### config.mk
export PLATFORM = sky130hd
export DESIGN_NAME = motor_direction_ramp_controller_unit_flat
export DESIGN_NICKNAME = d
export VERILOG_FILES = /design/src/sv/mdrc_pkg.sv /design/src/sv/mdrc_if.sv /design/src/sv/mdrc_apb_regs.sv /design/src/sv/mdrc_exec.sv /design/src/sv/motor_direction_ramp_controller_unit.sv /design/src/flat_wrapper.sv
export SDC_FILE = /design/constraint.sdc
export NUM_CORES = 1
export LEC_CHECK = 0
export ABC_AREA = 1
export BUFFER_PORTS_ARGS = -buffer_cell sky130_fd_sc_hd__buf_2
export CORE_MARGIN = 5
export CORE_UTILIZATION = 31
export CTS_CLUSTER_SIZE = 8
export DETAILED_ROUTE_END_ITERATION = 6
export PLACE_DENSITY = 0.47
export SLEW_MARGIN = 15
export SYNTH_ARGS = -nofsm -noshare
export SYNTH_HDL_FRONTEND = slang
export SYNTH_SLANG_ARGS = --single-unit
### constraint.sdc
create_clock -name i_clk -period 7.25 [get_ports i_clk]
set_input_delay 1.45 -clock i_clk [delete_from_list [all_inputs] [get_ports i_clk]]
set_output_delay 1.45 -clock i_clk [all_outputs]
set_load 0.02 [all_outputs]
### src/sv/mdrc_pkg.sv
// ----------------------------------------------------------------------------
// mdrc_pkg
// shared types, codes and helpers for the motor direction ramp controller
// ----------------------------------------------------------------------------
package mdrc_pkg;

    localparam int unsigned ADDR_W = 5;
    localparam int unsigned DATA_W = 32;

    // operation codes
    localparam logic [2:0] OP_TOGGLE   = 3'd0;
    localparam logic [2:0] OP_SET_MODE = 3'd1;
    localparam logic [2:0] OP_REARM    = 3'd2;
    localparam logic [2:0] OP_AUTO_SP  = 3'd3;
    localparam logic [2:0] OP_MAN_SP   = 3'd4;
    localparam logic [2:0] OP_TICK     = 3'd5;

    // mode codes, other values are carried but have no special meaning
    localparam logic [2:0] MODE_FAULT    = 3'd0;
    localparam logic [2:0] MODE_RUN_AUTO = 3'd1;
    localparam logic [2:0] MODE_FWD_FRC  = 3'd2;
    localparam logic [2:0] MODE_REV_FRC  = 3'd3;

    // register indexes
    localparam logic [2:0] REG_SETPOINT_MIN   = 3'd0;
    localparam logic [2:0] REG_SETPOINT_MAX   = 3'd1;
    localparam logic [2:0] REG_OUT_MIN        = 3'd2;
    localparam logic [2:0] REG_OUT_MAX        = 3'd3;
    localparam logic [2:0] REG_RAMP_PERIOD    = 3'd4;
    localparam logic [2:0] REG_RAMP_DISABLED  = 3'd5;
    localparam logic [2:0] REG_TWO_DIRECTIONS = 3'd6;

    typedef struct packed {
        logic [7:0]  setpoint_min;
        logic [7:0]  setpoint_max;
        logic [7:0]  out_min;
        logic [7:0]  out_max;
        logic [15:0] ramp_period;
        logic        ramp_disabled;
        logic        two_directions;
    } t_cfg;

    typedef struct packed {
        logic [2:0] opcode;
        logic [2:0] mode_value;
        logic       rearm_condition;
        logic [7:0] setpoint_value;
        logic [7:0] target_setpoint;
    } t_in_item;

    typedef struct packed {
        logic       fwd_command;
        logic       rev_command;
        logic       fwd_contactor;
        logic       rev_contactor;
        logic [7:0] actual_out;
        logic       target_reached;
        logic [2:0] mode_out;
        logic [7:0] auto_out;
        logic [7:0] manual_out;
        logic       healthy;
    } t_res;

    // with crossed limits, a value below lo gives lo and any other gives hi
    function automatic logic [7:0] clamp8(
        input logic [7:0] v,
        input logic [7:0] lo,
        input logic [7:0] hi
    );
        logic [7:0] r;
        if (v < lo) begin
            r = lo;
        end else if (v > hi) begin
            r = hi;
        end else begin
            r = v;
        end
        return r;
    endfunction

endpackage

### src/sv/mdrc_if.sv
// ----------------------------------------------------------------------------
// mdrc channel interfaces
// valid/ready channels for command requests and result requests
// ----------------------------------------------------------------------------
interface mdrc_in_if;
    logic       valid;
    logic       ready;
    logic [2:0] opcode;
    logic [2:0] mode_value;
    logic       rearm_condition;
    logic [7:0] setpoint_value;
    logic [7:0] target_setpoint;

    modport source (
        output valid, opcode, mode_value, rearm_condition, setpoint_value,
               target_setpoint,
        input  ready
    );
    modport sink (
        input  valid, opcode, mode_value, rearm_condition, setpoint_value,
               target_setpoint,
        output ready
    );
endinterface

interface mdrc_out_if;
    logic       valid;
    logic       ready;
    logic       fwd_command;
    logic       rev_command;
    logic       fwd_contactor;
    logic       rev_contactor;
    logic [7:0] actual_out;
    logic       target_reached;
    logic [2:0] mode_out;
    logic [7:0] auto_out;
    logic [7:0] manual_out;
    logic       healthy;

    modport source (
        output valid, fwd_command, rev_command, fwd_contactor, rev_contactor,
               actual_out, target_reached, mode_out, auto_out, manual_out,
               healthy,
        input  ready
    );
    modport sink (
        input  valid, fwd_command, rev_command, fwd_contactor, rev_contactor,
               actual_out, target_reached, mode_out, auto_out, manual_out,
               healthy,
        output ready
    );
endinterface

### src/sv/mdrc_apb_regs.sv
// ----------------------------------------------------------------------------
// mdrc_apb_regs
// apb configuration register file
// ----------------------------------------------------------------------------
module mdrc_apb_regs (
    input  logic                        i_clk,
    input  logic                        i_rst_n,
    input  logic                        psel,
    input  logic                        penable,
    input  logic                        pwrite,
    input  logic [mdrc_pkg::ADDR_W-1:0] paddr,
    input  logic [mdrc_pkg::DATA_W-1:0] pwdata,
    output logic [mdrc_pkg::DATA_W-1:0] prdata,
    output logic                        pready,
    output mdrc_pkg::t_cfg              o_cfg
);
    import mdrc_pkg::*;

    t_cfg       r_cfg;
    logic       wr_en;
    logic [2:0] reg_idx;

    assign pready  = 1'b1;
    assign wr_en   = psel && penable && pwrite && pready;
    assign reg_idx = paddr[ADDR_W-1:2];

    always_ff @(posedge i_clk) begin
        if (!i_rst_n) begin
            r_cfg.setpoint_min   <= 8'd0;
            r_cfg.setpoint_max   <= 8'd255;
            r_cfg.out_min        <= 8'd0;
            r_cfg.out_max        <= 8'd255;
            r_cfg.ramp_period    <= 16'd10;
            r_cfg.ramp_disabled  <= 1'b0;
            r_cfg.two_directions <= 1'b1;
        end else if (wr_en) begin
            case (reg_idx)
                REG_SETPOINT_MIN:   r_cfg.setpoint_min   <= pwdata[7:0];
                REG_SETPOINT_MAX:   r_cfg.setpoint_max   <= pwdata[7:0];
                REG_OUT_MIN:        r_cfg.out_min        <= pwdata[7:0];
                REG_OUT_MAX:        r_cfg.out_max        <= pwdata[7:0];
                REG_RAMP_PERIOD:    r_cfg.ramp_period    <= pwdata[15:0];
                REG_RAMP_DISABLED:  r_cfg.ramp_disabled  <= pwdata[0];
                REG_TWO_DIRECTIONS: r_cfg.two_directions <= pwdata[0];
                default: ;
            endcase
        end
    end

    always_comb begin
        prdata = '0;
        case (reg_idx)
            REG_SETPOINT_MIN:   prdata[7:0]  = r_cfg.setpoint_min;
            REG_SETPOINT_MAX:   prdata[7:0]  = r_cfg.setpoint_max;
            REG_OUT_MIN:        prdata[7:0]  = r_cfg.out_min;
            REG_OUT_MAX:        prdata[7:0]  = r_cfg.out_max;
            REG_RAMP_PERIOD:    prdata[15:0] = r_cfg.ramp_period;
            REG_RAMP_DISABLED:  prdata[0]    = r_cfg.ramp_disabled;
            REG_TWO_DIRECTIONS: prdata[0]    = r_cfg.two_directions;
            default:            prdata       = '0;
        endcase
    end

    assign o_cfg = r_cfg;

endmodule

### src/sv/mdrc_exec.sv
// ----------------------------------------------------------------------------
// mdrc_exec
// controller state and single-pass update for one request
// ----------------------------------------------------------------------------
module mdrc_exec (
    input  logic               i_clk,
    input  logic               i_rst_n,
    input  logic               i_exec,
    input  mdrc_pkg::t_in_item i_item,
    input  mdrc_pkg::t_cfg     i_cfg,
    output mdrc_pkg::t_res     o_res
);
    import mdrc_pkg::*;

    logic        r_cmd_fwd, r_cmd_rev, r_next_rev;
    logic        r_latch_fwd, r_latch_rev, r_reached;
    logic [2:0]  r_mode, r_saved_mode;
    logic [7:0]  r_auto_sp, r_man_sp, r_actual;
    logic [15:0] r_elapsed;

    logic        n_cmd_fwd, n_cmd_rev, n_next_rev;
    logic        n_latch_fwd, n_latch_rev, n_reached;
    logic [2:0]  n_mode, n_saved_mode;
    logic [7:0]  n_auto_sp, n_man_sp, n_actual;
    logic [15:0] n_elapsed;

    logic [7:0]  ramp_base;
    logic [15:0] el_inc;
    logic        above;

    always_comb begin
        n_cmd_fwd    = r_cmd_fwd;
        n_cmd_rev    = r_cmd_rev;
        n_next_rev   = r_next_rev;
        n_latch_fwd  = r_latch_fwd;
        n_latch_rev  = r_latch_rev;
        n_reached    = r_reached;
        n_mode       = r_mode;
        n_saved_mode = r_saved_mode;
        n_auto_sp    = r_auto_sp;
        n_man_sp     = r_man_sp;
        n_actual     = r_actual;
        n_elapsed    = r_elapsed;

        // tick path, worked out every cycle and used only on a tick
        ramp_base = i_cfg.ramp_disabled ? i_item.target_setpoint : r_actual;
        el_inc    = (r_elapsed != 16'hFFFF) ? r_elapsed + 16'd1 : r_elapsed;

        case (i_item.opcode)
            OP_TOGGLE: begin
                if (!r_cmd_fwd && !r_cmd_rev) begin
                    n_cmd_fwd = !r_next_rev;
                    n_cmd_rev = r_next_rev;
                end else if (r_cmd_fwd != r_cmd_rev) begin
                    n_cmd_fwd  = 1'b0;
                    n_cmd_rev  = 1'b0;
                    n_next_rev = !r_next_rev && i_cfg.two_directions;
                end
            end
            OP_SET_MODE: begin
                if (r_mode != i_item.mode_value && r_mode != MODE_FAULT) begin
                    n_saved_mode = r_mode;
                    n_mode       = i_item.mode_value;
                end
            end
            OP_REARM: begin
                if (r_mode == MODE_FAULT && i_item.rearm_condition) begin
                    n_mode = r_saved_mode;
                end
            end
            OP_AUTO_SP: begin
                n_auto_sp = clamp8(i_item.setpoint_value, i_cfg.setpoint_min,
                                   i_cfg.setpoint_max);
            end
            OP_MAN_SP: begin
                n_man_sp = clamp8(i_item.setpoint_value, i_cfg.out_min, i_cfg.out_max);
            end
            OP_TICK: begin
                n_actual  = ramp_base;
                n_reached = (ramp_base == i_item.target_setpoint);
                if (n_reached) begin
                    n_elapsed = 16'd0;
                end else if (el_inc >= i_cfg.ramp_period) begin
                    n_elapsed = 16'd0;
                    n_actual  = (i_item.target_setpoint > ramp_base) ?
                                ramp_base + 8'd1 : ramp_base - 8'd1;
                end else begin
                    n_elapsed = el_inc;
                end
            end
            default: ;
        endcase

        // contactor latches follow the ramped value
        above = n_actual > i_cfg.setpoint_min;
        if (i_item.opcode == OP_TICK) begin
            n_latch_fwd = (above && ((r_mode == MODE_RUN_AUTO && r_cmd_fwd) || r_latch_fwd))
                          || r_mode == MODE_FWD_FRC;
            n_latch_rev = (above && ((r_mode == MODE_RUN_AUTO && r_cmd_rev) || r_latch_rev))
                          || r_mode == MODE_REV_FRC;
        end
    end

    always_ff @(posedge i_clk) begin
        if (!i_rst_n) begin
            r_cmd_fwd    <= 1'b0;
            r_cmd_rev    <= 1'b0;
            r_next_rev   <= 1'b0;
            r_latch_fwd  <= 1'b0;
            r_latch_rev  <= 1'b0;
            r_reached    <= 1'b0;
            r_mode       <= MODE_RUN_AUTO;
            r_saved_mode <= MODE_RUN_AUTO;
            r_auto_sp    <= 8'd0;
            r_man_sp     <= 8'd0;
            r_actual     <= 8'd0;
            r_elapsed    <= 16'd0;
        end else if (i_exec) begin
            r_cmd_fwd    <= n_cmd_fwd;
            r_cmd_rev    <= n_cmd_rev;
            r_next_rev   <= n_next_rev;
            r_latch_fwd  <= n_latch_fwd;
            r_latch_rev  <= n_latch_rev;
            r_reached    <= n_reached;
            r_mode       <= n_mode;
            r_saved_mode <= n_saved_mode;
            r_auto_sp    <= n_auto_sp;
            r_man_sp     <= n_man_sp;
            r_actual     <= n_actual;
            r_elapsed    <= n_elapsed;
        end
    end

    // result shows the state after this request
    always_comb begin
        o_res.fwd_command    = n_cmd_fwd;
        o_res.rev_command    = n_cmd_rev;
        o_res.fwd_contactor  = n_latch_fwd;
        o_res.rev_contactor  = n_latch_rev;
        o_res.actual_out     = n_actual;
        o_res.target_reached = n_reached;
        o_res.mode_out       = n_mode;
        o_res.auto_out       = n_auto_sp;
        o_res.manual_out     = n_man_sp;
        o_res.healthy        = (n_mode != MODE_FAULT);
    end

`ifndef SYNTHESIS
    a_cmd_exclusive: assert property (@(posedge i_clk) disable iff (!i_rst_n)
        !(r_cmd_fwd && r_cmd_rev))
        else $error("both direction commands set");

    a_fault_sticky: assert property (@(posedge i_clk) disable iff (!i_rst_n)
        (r_mode == MODE_FAULT && !(i_exec && i_item.opcode == OP_REARM))
        |=> r_mode == MODE_FAULT)
        else $error("fault left without rearm");

    a_reached_clears: assert property (@(posedge i_clk) disable iff (!i_rst_n)
        (i_exec && i_item.opcode == OP_TICK && n_reached)
        |=> (r_elapsed == 16'd0 && r_reached))
        else $error("tick counter not cleared on reaching target");

    a_actual_tick_only: assert property (@(posedge i_clk) disable iff (!i_rst_n)
        !(i_exec && i_item.opcode == OP_TICK) |=> $stable(r_actual))
        else $error("actual setpoint moved outside a tick");
`endif

endmodule

### src/sv/motor_direction_ramp_controller_unit.sv
// ----------------------------------------------------------------------------
// motor_direction_ramp_controller_unit
// motor direction toggle, mode, setpoint clamp and ramp/contactor controller
// ----------------------------------------------------------------------------
//  channel   | dir | handshake         | carries
//  ----------+-----+-------------------+--------------------------------------
//  i_cmd     | in  | valid/ready       | opcode, mode, rearm, setpoint, target
//  o_res     | out | valid/ready       | commands, contactors, setpoints, mode
//  apb       | in  | psel/penable      | seven configuration registers
//
//  one request per cycle sustained while o_res is ready; a request is held
//  in the input register, where the state update runs, then moves into the
//  result register and leaves from there; the input register refills while a
//  finished result waits, so o_res stalls back up into i_cmd only when both
//  registers are full
//  synchronous active-low reset returns state and valid flags to defaults
// ----------------------------------------------------------------------------
module motor_direction_ramp_controller_unit (
    input  logic                        i_clk,
    input  logic                        i_rst_n,
    mdrc_in_if.sink                     i_cmd,
    mdrc_out_if.source                  o_res,
    input  logic                        psel,
    input  logic                        penable,
    input  logic                        pwrite,
    input  logic [mdrc_pkg::ADDR_W-1:0] paddr,
    input  logic [mdrc_pkg::DATA_W-1:0] pwdata,
    output logic [mdrc_pkg::DATA_W-1:0] prdata,
    output logic                        pready
);
    import mdrc_pkg::*;

    t_cfg     cfg;
    t_in_item r_in;
    logic     r_in_valid;
    t_res     r_out;
    logic     r_out_valid;
    t_res     exec_res;
    logic     advance;
    logic     in_take;

    // configuration registers
    mdrc_apb_regs u_regs (
        .i_clk   (i_clk),
        .i_rst_n (i_rst_n),
        .psel    (psel),
        .penable (penable),
        .pwrite  (pwrite),
        .paddr   (paddr),
        .pwdata  (pwdata),
        .prdata  (prdata),
        .pready  (pready),
        .o_cfg   (cfg)
    );

    // request moves from the input register into the result register
    assign advance     = r_in_valid && (!r_out_valid || o_res.ready);
    assign i_cmd.ready = !r_in_valid || advance;
    assign in_take     = i_cmd.valid && i_cmd.ready;

    // input register
    always_ff @(posedge i_clk) begin
        if (!i_rst_n) begin
            r_in_valid <= 1'b0;
        end else if (in_take) begin
            r_in_valid <= 1'b1;
        end else if (advance) begin
            r_in_valid <= 1'b0;
        end
    end

    always_ff @(posedge i_clk) begin
        if (in_take) begin
            r_in.opcode          <= i_cmd.opcode;
            r_in.mode_value      <= i_cmd.mode_value;
            r_in.rearm_condition <= i_cmd.rearm_condition;
            r_in.setpoint_value  <= i_cmd.setpoint_value;
            r_in.target_setpoint <= i_cmd.target_setpoint;
        end
    end

    // state update, committed when the request advances
    mdrc_exec u_exec (
        .i_clk   (i_clk),
        .i_rst_n (i_rst_n),
        .i_exec  (advance),
        .i_item  (r_in),
        .i_cfg   (cfg),
        .o_res   (exec_res)
    );

    // result register
    always_ff @(posedge i_clk) begin
        if (!i_rst_n) begin
            r_out_valid <= 1'b0;
        end else if (advance) begin
            r_out_valid <= 1'b1;
        end else if (o_res.ready) begin
            r_out_valid <= 1'b0;
        end
    end

    always_ff @(posedge i_clk) begin
        if (advance) begin
            r_out <= exec_res;
        end
    end

    assign o_res.valid          = r_out_valid;
    assign o_res.fwd_command    = r_out.fwd_command;
    assign o_res.rev_command    = r_out.rev_command;
    assign o_res.fwd_contactor  = r_out.fwd_contactor;
    assign o_res.rev_contactor  = r_out.rev_contactor;
    assign o_res.actual_out     = r_out.actual_out;
    assign o_res.target_reached = r_out.target_reached;
    assign o_res.mode_out       = r_out.mode_out;
    assign o_res.auto_out       = r_out.auto_out;
    assign o_res.manual_out     = r_out.manual_out;
    assign o_res.healthy        = r_out.healthy;

endmodule
### src/flat_wrapper.sv
// flat-port wrapper written by rule: the top's interface ports become plain ports
module motor_direction_ramp_controller_unit_flat import mdrc_pkg::*;
  (i_clk, i_rst_n, psel, penable, pwrite, paddr, pwdata, prdata, pready, i_cmd_valid, i_cmd_opcode, i_cmd_mode_value, i_cmd_rearm_condition, i_cmd_setpoint_value, i_cmd_target_setpoint, i_cmd_ready, o_res_valid, o_res_fwd_command, o_res_rev_command, o_res_fwd_contactor, o_res_rev_contactor, o_res_actual_out, o_res_target_reached, o_res_mode_out, o_res_auto_out, o_res_manual_out, o_res_healthy, o_res_ready);
  mdrc_in_if i_cmd_i ();
  mdrc_out_if o_res_i ();
  input  logic i_clk;
  input  logic i_rst_n;
  input  logic psel;
  input  logic penable;
  input  logic pwrite;
  input  logic [mdrc_pkg::ADDR_W-1:0] paddr;
  input  logic [mdrc_pkg::DATA_W-1:0] pwdata;
  output logic [mdrc_pkg::DATA_W-1:0] prdata;
  output logic pready;
  input wire logic [$bits(i_cmd_i.valid)-1:0] i_cmd_valid;
  input wire logic [$bits(i_cmd_i.opcode)-1:0] i_cmd_opcode;
  input wire logic [$bits(i_cmd_i.mode_value)-1:0] i_cmd_mode_value;
  input wire logic [$bits(i_cmd_i.rearm_condition)-1:0] i_cmd_rearm_condition;
  input wire logic [$bits(i_cmd_i.setpoint_value)-1:0] i_cmd_setpoint_value;
  input wire logic [$bits(i_cmd_i.target_setpoint)-1:0] i_cmd_target_setpoint;
  output wire logic [$bits(i_cmd_i.ready)-1:0] i_cmd_ready;
  output wire logic [$bits(o_res_i.valid)-1:0] o_res_valid;
  output wire logic [$bits(o_res_i.fwd_command)-1:0] o_res_fwd_command;
  output wire logic [$bits(o_res_i.rev_command)-1:0] o_res_rev_command;
  output wire logic [$bits(o_res_i.fwd_contactor)-1:0] o_res_fwd_contactor;
  output wire logic [$bits(o_res_i.rev_contactor)-1:0] o_res_rev_contactor;
  output wire logic [$bits(o_res_i.actual_out)-1:0] o_res_actual_out;
  output wire logic [$bits(o_res_i.target_reached)-1:0] o_res_target_reached;
  output wire logic [$bits(o_res_i.mode_out)-1:0] o_res_mode_out;
  output wire logic [$bits(o_res_i.auto_out)-1:0] o_res_auto_out;
  output wire logic [$bits(o_res_i.manual_out)-1:0] o_res_manual_out;
  output wire logic [$bits(o_res_i.healthy)-1:0] o_res_healthy;
  input wire logic [$bits(o_res_i.ready)-1:0] o_res_ready;
  assign i_cmd_i.valid = i_cmd_valid;
  assign i_cmd_i.opcode = i_cmd_opcode;
  assign i_cmd_i.mode_value = i_cmd_mode_value;
  assign i_cmd_i.rearm_condition = i_cmd_rearm_condition;
  assign i_cmd_i.setpoint_value = i_cmd_setpoint_value;
  assign i_cmd_i.target_setpoint = i_cmd_target_setpoint;
  assign i_cmd_ready = i_cmd_i.ready;
  assign o_res_valid = o_res_i.valid;
  assign o_res_fwd_command = o_res_i.fwd_command;
  assign o_res_rev_command = o_res_i.rev_command;
  assign o_res_fwd_contactor = o_res_i.fwd_contactor;
  assign o_res_rev_contactor = o_res_i.rev_contactor;
  assign o_res_actual_out = o_res_i.actual_out;
  assign o_res_target_reached = o_res_i.target_reached;
  assign o_res_mode_out = o_res_i.mode_out;
  assign o_res_auto_out = o_res_i.auto_out;
  assign o_res_manual_out = o_res_i.manual_out;
  assign o_res_healthy = o_res_i.healthy;
  assign o_res_i.ready = o_res_ready;
  motor_direction_ramp_controller_unit u_core (.i_clk(i_clk), .i_rst_n(i_rst_n), .i_cmd(i_cmd_i), .o_res(o_res_i), .psel(psel), .penable(penable), .pwrite(pwrite), .paddr(paddr), .pwdata(pwdata), .prdata(prdata), .pready(pready));
endmodule
Word level (Yosys, flattened, before mapping)
Index checks and enable logic that the tools add are counted.
{"block": "word_totals", "elab_cells": 138, "ff_bits": 160, "input_bits": 67, "output_inout_bits": 68}
{"block": "classes", "reduce_logical": 40, "mux": 33, "bitwise_logic": 1, "add_sub_neg": 3, "magnitude_cmp": 7, "eq_ne": 18}
{"operator": "two-way mux 8 bit", "count": 12}
{"operator": "two-way mux 16 bit", "count": 3}
{"operator": "case mux 7 bit (5 select lines)", "count": 1}
{"operator": "greater-than comparator 8 bit", "count": 4}
{"operator": "equality test 3 x 2 -> 1 bit, second input constant", "count": 6}
{"operator": "adder 16 x 1 -> 16 bit, second input constant", "count": 1}
{"operator": "greater-or-equal comparator 16 bit", "count": 1}
{"operator": "less-than comparator 8 bit", "count": 2}
{"operator": "inequality test 16 bit, second input constant", "count": 1}
{"operator": "AND reduction 2 bit", "count": 8}
{"operator": "equality test 3 bit, second input constant", "count": 5}
{"operator": "two-way mux 1 bit", "count": 13}
{"operator": "logical AND 1 bit", "count": 12}
{"operator": "equality test 3 x 1 -> 1 bit, second input constant", "count": 3}
{"operator": "zero test 3 bit", "count": 3}
{"operator": "adder 8 x 1 -> 8 bit, second input constant", "count": 1}
{"operator": "equality test 8 bit", "count": 1}
{"operator": "subtractor 8 x 1 -> 8 bit, second input constant", "count": 1}
{"operator": "case mux 1 bit (7 select lines)", "count": 1}
{"operator": "logical OR 1 bit", "count": 6}
{"operator": "two-way mux 3 bit", "count": 2}
{"operator": "case mux 3 bit (2 select lines)", "count": 1}
{"operator": "nonzero test 3 bit", "count": 2}
{"operator": "zero test 1 bit", "count": 5}
{"operator": "other kinds (6)", "count": 7}

Logic depth before layout (Yosys ltp)
Gate-level depths: netlist of run 1.
{"block": "depth", "depth_word": 10, "mapped_depth": 33, "depth_no_buf": 33}

By module
A second synthesis of run 1 with hierarchy kept.
{"block": "unflattened", "hier_cells": 1428, "hier_area_um2": 10134.7}
{"mod": "mdrc_exec", "instances": 1, "seq_area_each_um2": 1041.0, "area_per_inst_um2": 5690.5, "cells_per_inst": 942}
{"mod": "mdrc_apb_regs", "instances": 1, "seq_area_each_um2": 1001.0, "area_per_inst_um2": 2667.6, "cells_per_inst": 417}
{"mod": "motor_direction_ramp_controller_unit", "instances": 1, "seq_area_each_um2": 1721.7, "area_per_inst_um2": 1776.7, "cells_per_inst": 69}

Worst setup path after synthesis of run 1
Ideal clock, no wire load.
{"block": "synth_timing", "path_type": "input-to-output", "startpoint": "in paddr[3] (netlist name)", "endpoint": "out prdata[0] (netlist name)", "arrival_ps": 2522, "path_stages": 6, "required_time_ps": 5800, "n_path_buf": 1, "setup_slack_ps": 3278, "path_cell_list": "nor2_1 nand2_1 clkbuf_1 inv_1 a221oi_1 o2111ai_1"}
{"block": "synth_between", "elab_chain_cells": 2, "word_cells_on_any_way": 8, "classes_between": "eq/ne (6); mux (1); reduce/logical (1)"}
{"element": "start, declared", "line": "flat_wrapper.sv:11", "rtl": "input logic [mdrc_pkg::ADDR_W-1:0] paddr;"}
{"element": "equality test 3 bit, or another cell as far along", "line": "mdrc_apb_regs.sv:52", "rtl": "case (reg_idx)"}
{"element": "case mux 1 bit (7 select lines) *", "line": "mdrc_apb_regs.sv:52"}
{"element": "end, declared", "line": "flat_wrapper.sv:13", "rtl": "output logic [mdrc_pkg::DATA_W-1:0] prdata;"}
Every way passes the cells marked *; elsewhere a longest branch is shown, timed or not.

==> impl_metrics.toml, run 1 <==
[die]
dieArea_um2 = 33300
die_w_um = 182
die_y_um = 182
fp-row-count = 63
ios = 135
initial_core_util_pct = 31.3
fp.coreArea_um2 = 29500

[pwr]
p_leak_nw = 4.97
ir_drop_mv = 0.133
power_density_nw_per_um2 = 208

[sta]
whs_ns = 0.489
period_share_pct = 69.1
clock-skew-final_ns = 0.0165
worstMarginPinSlew_ns = 1.05
slew_headroom_pct = 29.8
finalCriticalPeriod_ns = 5.01
final-hold-violation-count = 0
slew_violations = 0
setup_viol = 0
tns_ns = 0
clock.fmax_ghz = 0.200
fin_ws_ns = 2.24
rsz0062_at_grt = "no"

[critical_path]
slowest_delay_ns = 0.59
crit_family = "simple AND/OR/NAND/NOR gates"
worstSetupStartpointType = "register"
worstPathRequired_ns = 7.48
rrSetupSlack_ns = 2.24
path_common_cell = "nand2_1"
r2r_end = "u_core.o_res.rev_contactor$_DFFE_PP_"
timing.rr.start = "u_core.u_regs.o_cfg[1]$_SDFFE_PN0P_"
cp-end-kind = "register"
crit_fanout = 11
path_buf_inv = 1
worstSetupPathType = "register to register"
cp_slowest_cell = "dfxtp_1"
worstRegToRegCells = 23
critPathArrivalTime_ns = 5.24
cp_cell_sequence = "inv_1, or2_2, o21ai_0, ha_1, nand2_1, nor2_1, nand4_1, nand2_1, ha_1, a21oi_1, nand2_1, a21oi_1, xor2_1, o21ai_0, nand2_1, o21ai_0, ha_1, nand2_1, nor2_1, nand2_1, o211ai_1, nand3_1, a22oi_1"

[yosys]
avgSynthCellArea_um2 = 7.62
synth_top_area_cell = "dfxtp_1"
syn_area_um2 = 9220
synth_most_common_cell = "nand2_1"
ys_warn_count = 0
synth-seq-cells = 160
yosys-top-cells-area = "dfxtp_1, edfxtp_1, nand2_1, ha_1, inv_1"
synth-edff-count = 56
synth-seq-area-share_pct = 40.8
yosys.area.top_type_share_pct = 22.6
synth_async_sr_flop_share_pct = 0
synthFlopType = "dfxtp_1"
netlist_instances = 1210
synth_commonest_cells = "nand2_1, inv_1, dfxtp_1, o21ai_0, a21oi_1"
yosysUniqueCellTypes = 43

[clocking]
htreeDepth = 4
cts.repair.resized = 0
cts_hold_buf = 0
clock_latency_ns = 0.43
post_cts_buffers = 0
clk_path_buf_depth = 2
clock_sinks = 160
root_buffer = "clkbuf_16"
path_clk_slew_ns = 0.07
cts_buffers = 17
cts_tree = "built"

[job]
drv_cap = 0

[layout]
fin_nets = 1438
areaGrowthSynthToFinish_pct = 15.6
stdcell_area_um2 = 10700
layout.cells.non_filler = 1702
nFillCells = 3176
antenna_cells = 0
drive_above_1_share_pct = 11.8

[drt]
vias = 8045
wl_per_cell_um = 15.5
drtIter0Drc = 458
drtPass1Iterations = 5
ant_nets = 0
drc = 0
vias_per_cell = 4.73
wirelength_mm = 26.3

[global_route]
grt_first_pass_wirelength_mm = 41.9
antenna_found_initial = 0
grt_max_degree = 61
grt_overflow = 0
first_global_vias = 7631
track_usage_pct = 15.9

[place]
place_congestion = 0.853
dp.cells = 1670
place_area_um2 = 10000
dp_hpwl_mm = 19.5
portBuffers = 99
dpl_worst_slack_ns = 2.26

[outcome]
status = "completed"

[hold_path]
hold_path.class = "register to register"
hold_start = "u_core.u_exec.r_elapsed[3]$_SDFFE_PN0P_"
holdPathEnd = "u_core.u_exec.r_elapsed[3]$_SDFFE_PN0P_"
whs_path_depth = 2
-- final cells by class --
class | count | area, µm² | area share [%]
Tap cell | 390 | 488 | 4.58
Sequential cell | 160 | 3760 | 35.3
Inverter | 186 | 701 | 6.58
Clock inverter | 11 | 150 | 1.41
Multi-Input combinational cell | 831 | 4550 | 42.7
Clock buffer | 21 | 472 | 4.43
Timing Repair Buffer | 103 | 526 | 4.93
-- tightest hold or removal path: stages (launching register included) --
cell and delay [ns]:
dfxtp_1 0.32, nand2_1 0.07, a21oi_1 0.06
-- flip-flops by register name, indices dropped and copies added (netlist names), 3 cells and up --
register / cells
u_core.u_exec.r_saved_mode: 3
u_core.u_exec.r_actual: 8
u_core.o_res.actual_out: 8
u_core.u_exec.r_auto_sp: 8
u_core.u_exec.r_man_sp: 8
u_core.r_in: 23
u_core.u_regs.o_cfg: 50
u_core.o_res.auto_out: 8
u_core.o_res.mode_out: 3
u_core.u_exec.r_mode: 3
u_core.o_res.manual_out: 8
u_core.u_exec.r_elapsed: 16
-- layer usage --
| layer | track usage [%] | vias to the layer above | share of wire, % |
|---|---|---|---|
| li1 | - | 4192 | - |
| met1 | 22.1 | 3654 | 49 |
| met2 | 25.7 | 168 | 45 |
| met3 | 2.19 | 31 | 3.6 |
| met4 | 4.56 | 0 | 1.8 |
| met5 | 0 | - | 0 |
-- where the power goes --
| part | switching (mW) | total, mW | internal [mW] |
|---|---|---|---|
| registers | 0.0237 | 0.988 | 0.964 |
| logic | 0.169 | 0.252 | 0.0824 |
| clock network | 0.397 | 0.973 | 0.576 |
| total | 0.589 | 2.21 | 1.62 |
-- logic make-up after synthesis --
group | after synthesis | synth area share [%]
flops | 160 | 40.8
fa+ha+maj | 72 | 9.85
xor+xnor | 14 | 1.33
simple gates | 466 | 21.8
other cells | 2 | 0.0815
mux | 1 | 0.109
compound gates | 261 | 15.6
buf+inv | 234 | 10.4
-- stage by stage --
| step | util (%) | power, mW |
|---|---|---|
| 4_1_cts | 36.1 | 2.24 |
| 6_report | 36.1 | 2.21 |
| 3_5_place_dp | 34.0 | 1.26 |
| 2_1_floorplan | - | 1.18 |
| 3_3_place_gp | 34.0 | 1.26 |
| 5_1_grt | 36.1 | 2.31 |
-- placed cells by master, fill, tap and decap left out, types with 13 or more instances in the layout --
cell type	count
a21oi_1	102
buf_2	99
clkbuf_16	18
conb_1	17
dfxtp_1	104
edfxtp_1	56
ha_1	71
inv_1	180
nand2_1	237
nand3_1	95
nand4_1	13
nor2_1	88
o211ai_1	21
o21ai_0	104
-- how the worst max path moves through the flow --
stage | end | startpoint | depth (start not counted) | slack (ns)
2_1_floorplan | prdata[0] | paddr[3] | 6 | 3.28
3_3_place_gp | u_core.o_res.rev_contactor$_DFFE_PP_ | u_core.u_regs.o_cfg[1]$_SDFFE_PN0P_ | 28 | 2.27
3_5_place_dp | u_core.o_res.rev_contactor$_DFFE_PP_ | u_core.u_regs.o_cfg[1]$_SDFFE_PN0P_ | 23 | 2.26
4_1_cts | u_core.o_res.fwd_contactor$_DFFE_PP_ | u_core.u_regs.o_cfg[1]$_SDFFE_PN0P_ | 23 | 2.25
5_1_grt | u_core.o_res.rev_contactor$_DFFE_PP_ | u_core.u_regs.o_cfg[1]$_SDFFE_PN0P_ | 25 | 1.76
6_report | u_core.o_res.rev_contactor$_DFFE_PP_ | u_core.u_regs.o_cfg[1]$_SDFFE_PN0P_ | 23 | 2.24
Power figures use the tool's default switching activity.
==> run 2: changes to the inputs <==
--- a/config.mk
+++ b/config.mk
@@ -11,7 +11,7 @@
 export CORE_UTILIZATION = 31
 export CTS_CLUSTER_SIZE = 8
 export DETAILED_ROUTE_END_ITERATION = 6
-export PLACE_DENSITY = 0.47
+export PLACE_DENSITY = 0.48
 export SLEW_MARGIN = 15
 export SYNTH_ARGS = -nofsm -noshare
 export SYNTH_HDL_FRONTEND = slang
==> constraint.sdc (replaced) <==
create_clock -name i_clk -period 4 [get_ports i_clk]
set_input_delay 0.8 -clock i_clk [delete_from_list [all_inputs] [get_ports i_clk]]
set_output_delay 0.8 -clock i_clk [all_outputs]
set_load 0.02 [all_outputs]
==> run 2 against run 1 <==
  * The flow now finishes with violations (negative setup slack)
  * Critical path depth is 8 higher
  * Combinational power is 100% higher
  * Flip-flop and latch count unchanged
  * Cell area is 9.8% higher
  * Power grew 80%
  * Cell count is 6.8% higher
  * Hold slack better by 0.0019 ns
  * Clock power is 73% higher
  * Global-route usage grew 0.63 points
  * Largest cell class unchanged
  * Highest routed layer unchanged
==> impl_metrics.toml, run 2 (synthesized netlist as in run 1, its figures left out) <==
[outcome]
status = "complete, but fails checks"
violations = "negative setup slack"

[sta]
rsz0062_at_grt = "yes"
setup_viol = 1
tns_ns = -0.00615
fin_ws_ns = -0.00615
finalCriticalPeriod_ns = 4.01
clock-skew-final_ns = 0.0166
clock.fmax_ghz = 0.250
whs_ns = 0.491
period_share_pct = 100
final-hold-violation-count = 0
slew_violations = 0
worstMarginPinSlew_ns = 0.932
slew_headroom_pct = 37.4

[die]
fp.coreArea_um2 = 29500
die_y_um = 182
die_w_um = 182
ios = 135
dieArea_um2 = 33300
fp-row-count = 63
initial_core_util_pct = 31.3

[critical_path]
cp_slowest_cell = "dfxtp_2"
slowest_delay_ns = 0.36
cp_num_cells = 31
critPathArrivalTime_ns = 4.33
cp-end-kind = "register"
worstPathRequired_ns = 4.32
worstRegToRegCells = 31
worstSetupPathType = "register to register"
worstSetupStartpointType = "register"
crit_fanout = 3
path_buf_inv = 23
crit_family = "buffers and inverters"

[clocking]
clk_path_buf_depth = 2
htreeDepth = 4
cts_buffers = 17
clock_sinks = 160
cts_hold_buf = 0
root_buffer = "clkbuf_16"
clock_latency_ns = 0.43
cts_tree = "built"
path_clk_slew_ns = 0.07

[place]
place_congestion = 0.817
dp.cells = 1757
dpl_worst_slack_ns = -0.333
portBuffers = 99
dp_hpwl_mm = 20.2
place_area_um2 = 10700

[layout]
final_common_cell = "nand2_1"
layout.cells.non_filler = 1817
drive_above_1_share_pct = 21.7
stdcell_area_um2 = 11700
fin_nets = 1553
utilization_pct = 39.7
final_cell_mix = "nand2_1, inv_1, buf_4"
nFillCells = 3168
largest_reg_flops = 50
areaGrowthSynthToFinish_pct = 26.9
antenna_cells = 0

[drt]
ant_nets = 0
drtPass1Iterations = 6
drc = 0
wl_per_cell_um = 15.2
drtIter0Drc = 505
vias_per_cell = 4.69
wirelength_mm = 27.6
vias = 8529

[pwr]
p_total_mw = 3.98
seqPwrFrac_pct = 45.0
switchingPower_mw = 1.11
clkPwrFrac_pct = 42.1
intPower_mw = 2.87
p_leak_nw = 5.56
switching_share_pct = 27.8
power_density_nw_per_um2 = 340
power_frac_comb_pct = 13.0
ir_drop_mv = 0.248

[global_route]
first_global_vias = 8002
grt_first_pass_wirelength_mm = 43.7
grt_max_degree = 55
track_usage_pct = 16.5
antenna_found_initial = 0
grt_overflow = 0

[job]
drv_cap = 0

[hold_path]
whs_path_depth = 2
hold_path.class = "register to register"
## run 2: cell count changes in the layout (fill, tap and decap cells not counted), moves of 5 or more
| cell | change |
|---|---|
| nand2_1 | -10 |
| o21ai_0 | -7 |
| a21oi_1 | -8 |
| buf_4 | +100 |
| o21ai_1 | +6 |
| buf_6 | +15 |
| nand2_2 | +7 |
| a21oi_2 | +8 |
| nor2_1 | -5 |
## run 2: power groups by stage
stage	Combinational, mW	Sequential [mW]	Clock [mW]
CTS	0.512	1.79	1.72
global placement	0.491	1.83	0
global route	0.583	1.80	1.80
finish	0.516	1.79	1.68
detailed placement	0.498	1.83	0
floorplan	0.307	1.83	0
## run 2: cell type report
class | instances | area [µm²] | area share (%)
Clock buffer | 18 | 429 | 3.67
Clock inverter | 14 | 155 | 1.33
Inverter | 186 | 701 | 5.99
Multi-Input combinational cell | 831 | 4710 | 40.3
Sequential cell | 160 | 3770 | 32.2
Tap cell | 390 | 488 | 4.17
Timing Repair Buffer | 218 | 1450 | 12.4
## run 2: metal layers
layer | up-vias | global-route usage (%) | wire [µm]
li1 | 4425 | - | -
met1 | 3909 | 23.1 | 13200
met2 | 167 | 26.9 | 12900
met3 | 28 | 2.37 | 1030
met4 | 0 | 3.96 | 442
met5 | - | 0 | 0
## run 2: timing repair
item	in CTS	in global routing
buffers inserted	24	14
setup endpoints to repair	4	5
gates resized for setup	42	25
pin swaps	33	23
## run 2: final timing paths
kind | start | endpoint | slack, ns
min reg2reg | u_core.u_exec.r_elapsed[3]$_SDFFE_PN0P_ | u_core.u_exec.r_elapsed[3]$_SDFFE_PN0P_ | 0.49
max | u_core.u_exec.r_elapsed[0]$_SDFFE_PN0P_ | u_core.u_exec.r_elapsed[1]$_SDFFE_PN0P_ | -0.006
max reg2reg | u_core.u_exec.r_elapsed[0]$_SDFFE_PN0P_ | u_core.u_exec.r_elapsed[1]$_SDFFE_PN0P_ | -0.006
min | u_core.u_exec.r_elapsed[3]$_SDFFE_PN0P_ | u_core.u_exec.r_elapsed[3]$_SDFFE_PN0P_ | 0.49
## run 2: worst reg2reg max path, delay by kind of cell, from the launching register on
family	cells	cell delay [ns]
buf+inv	23	2.57
simple gates	5	0.58
flops	1	0.36
mux	1	0.21
fa+ha+maj	1	0.16
compound gates	1	0.06
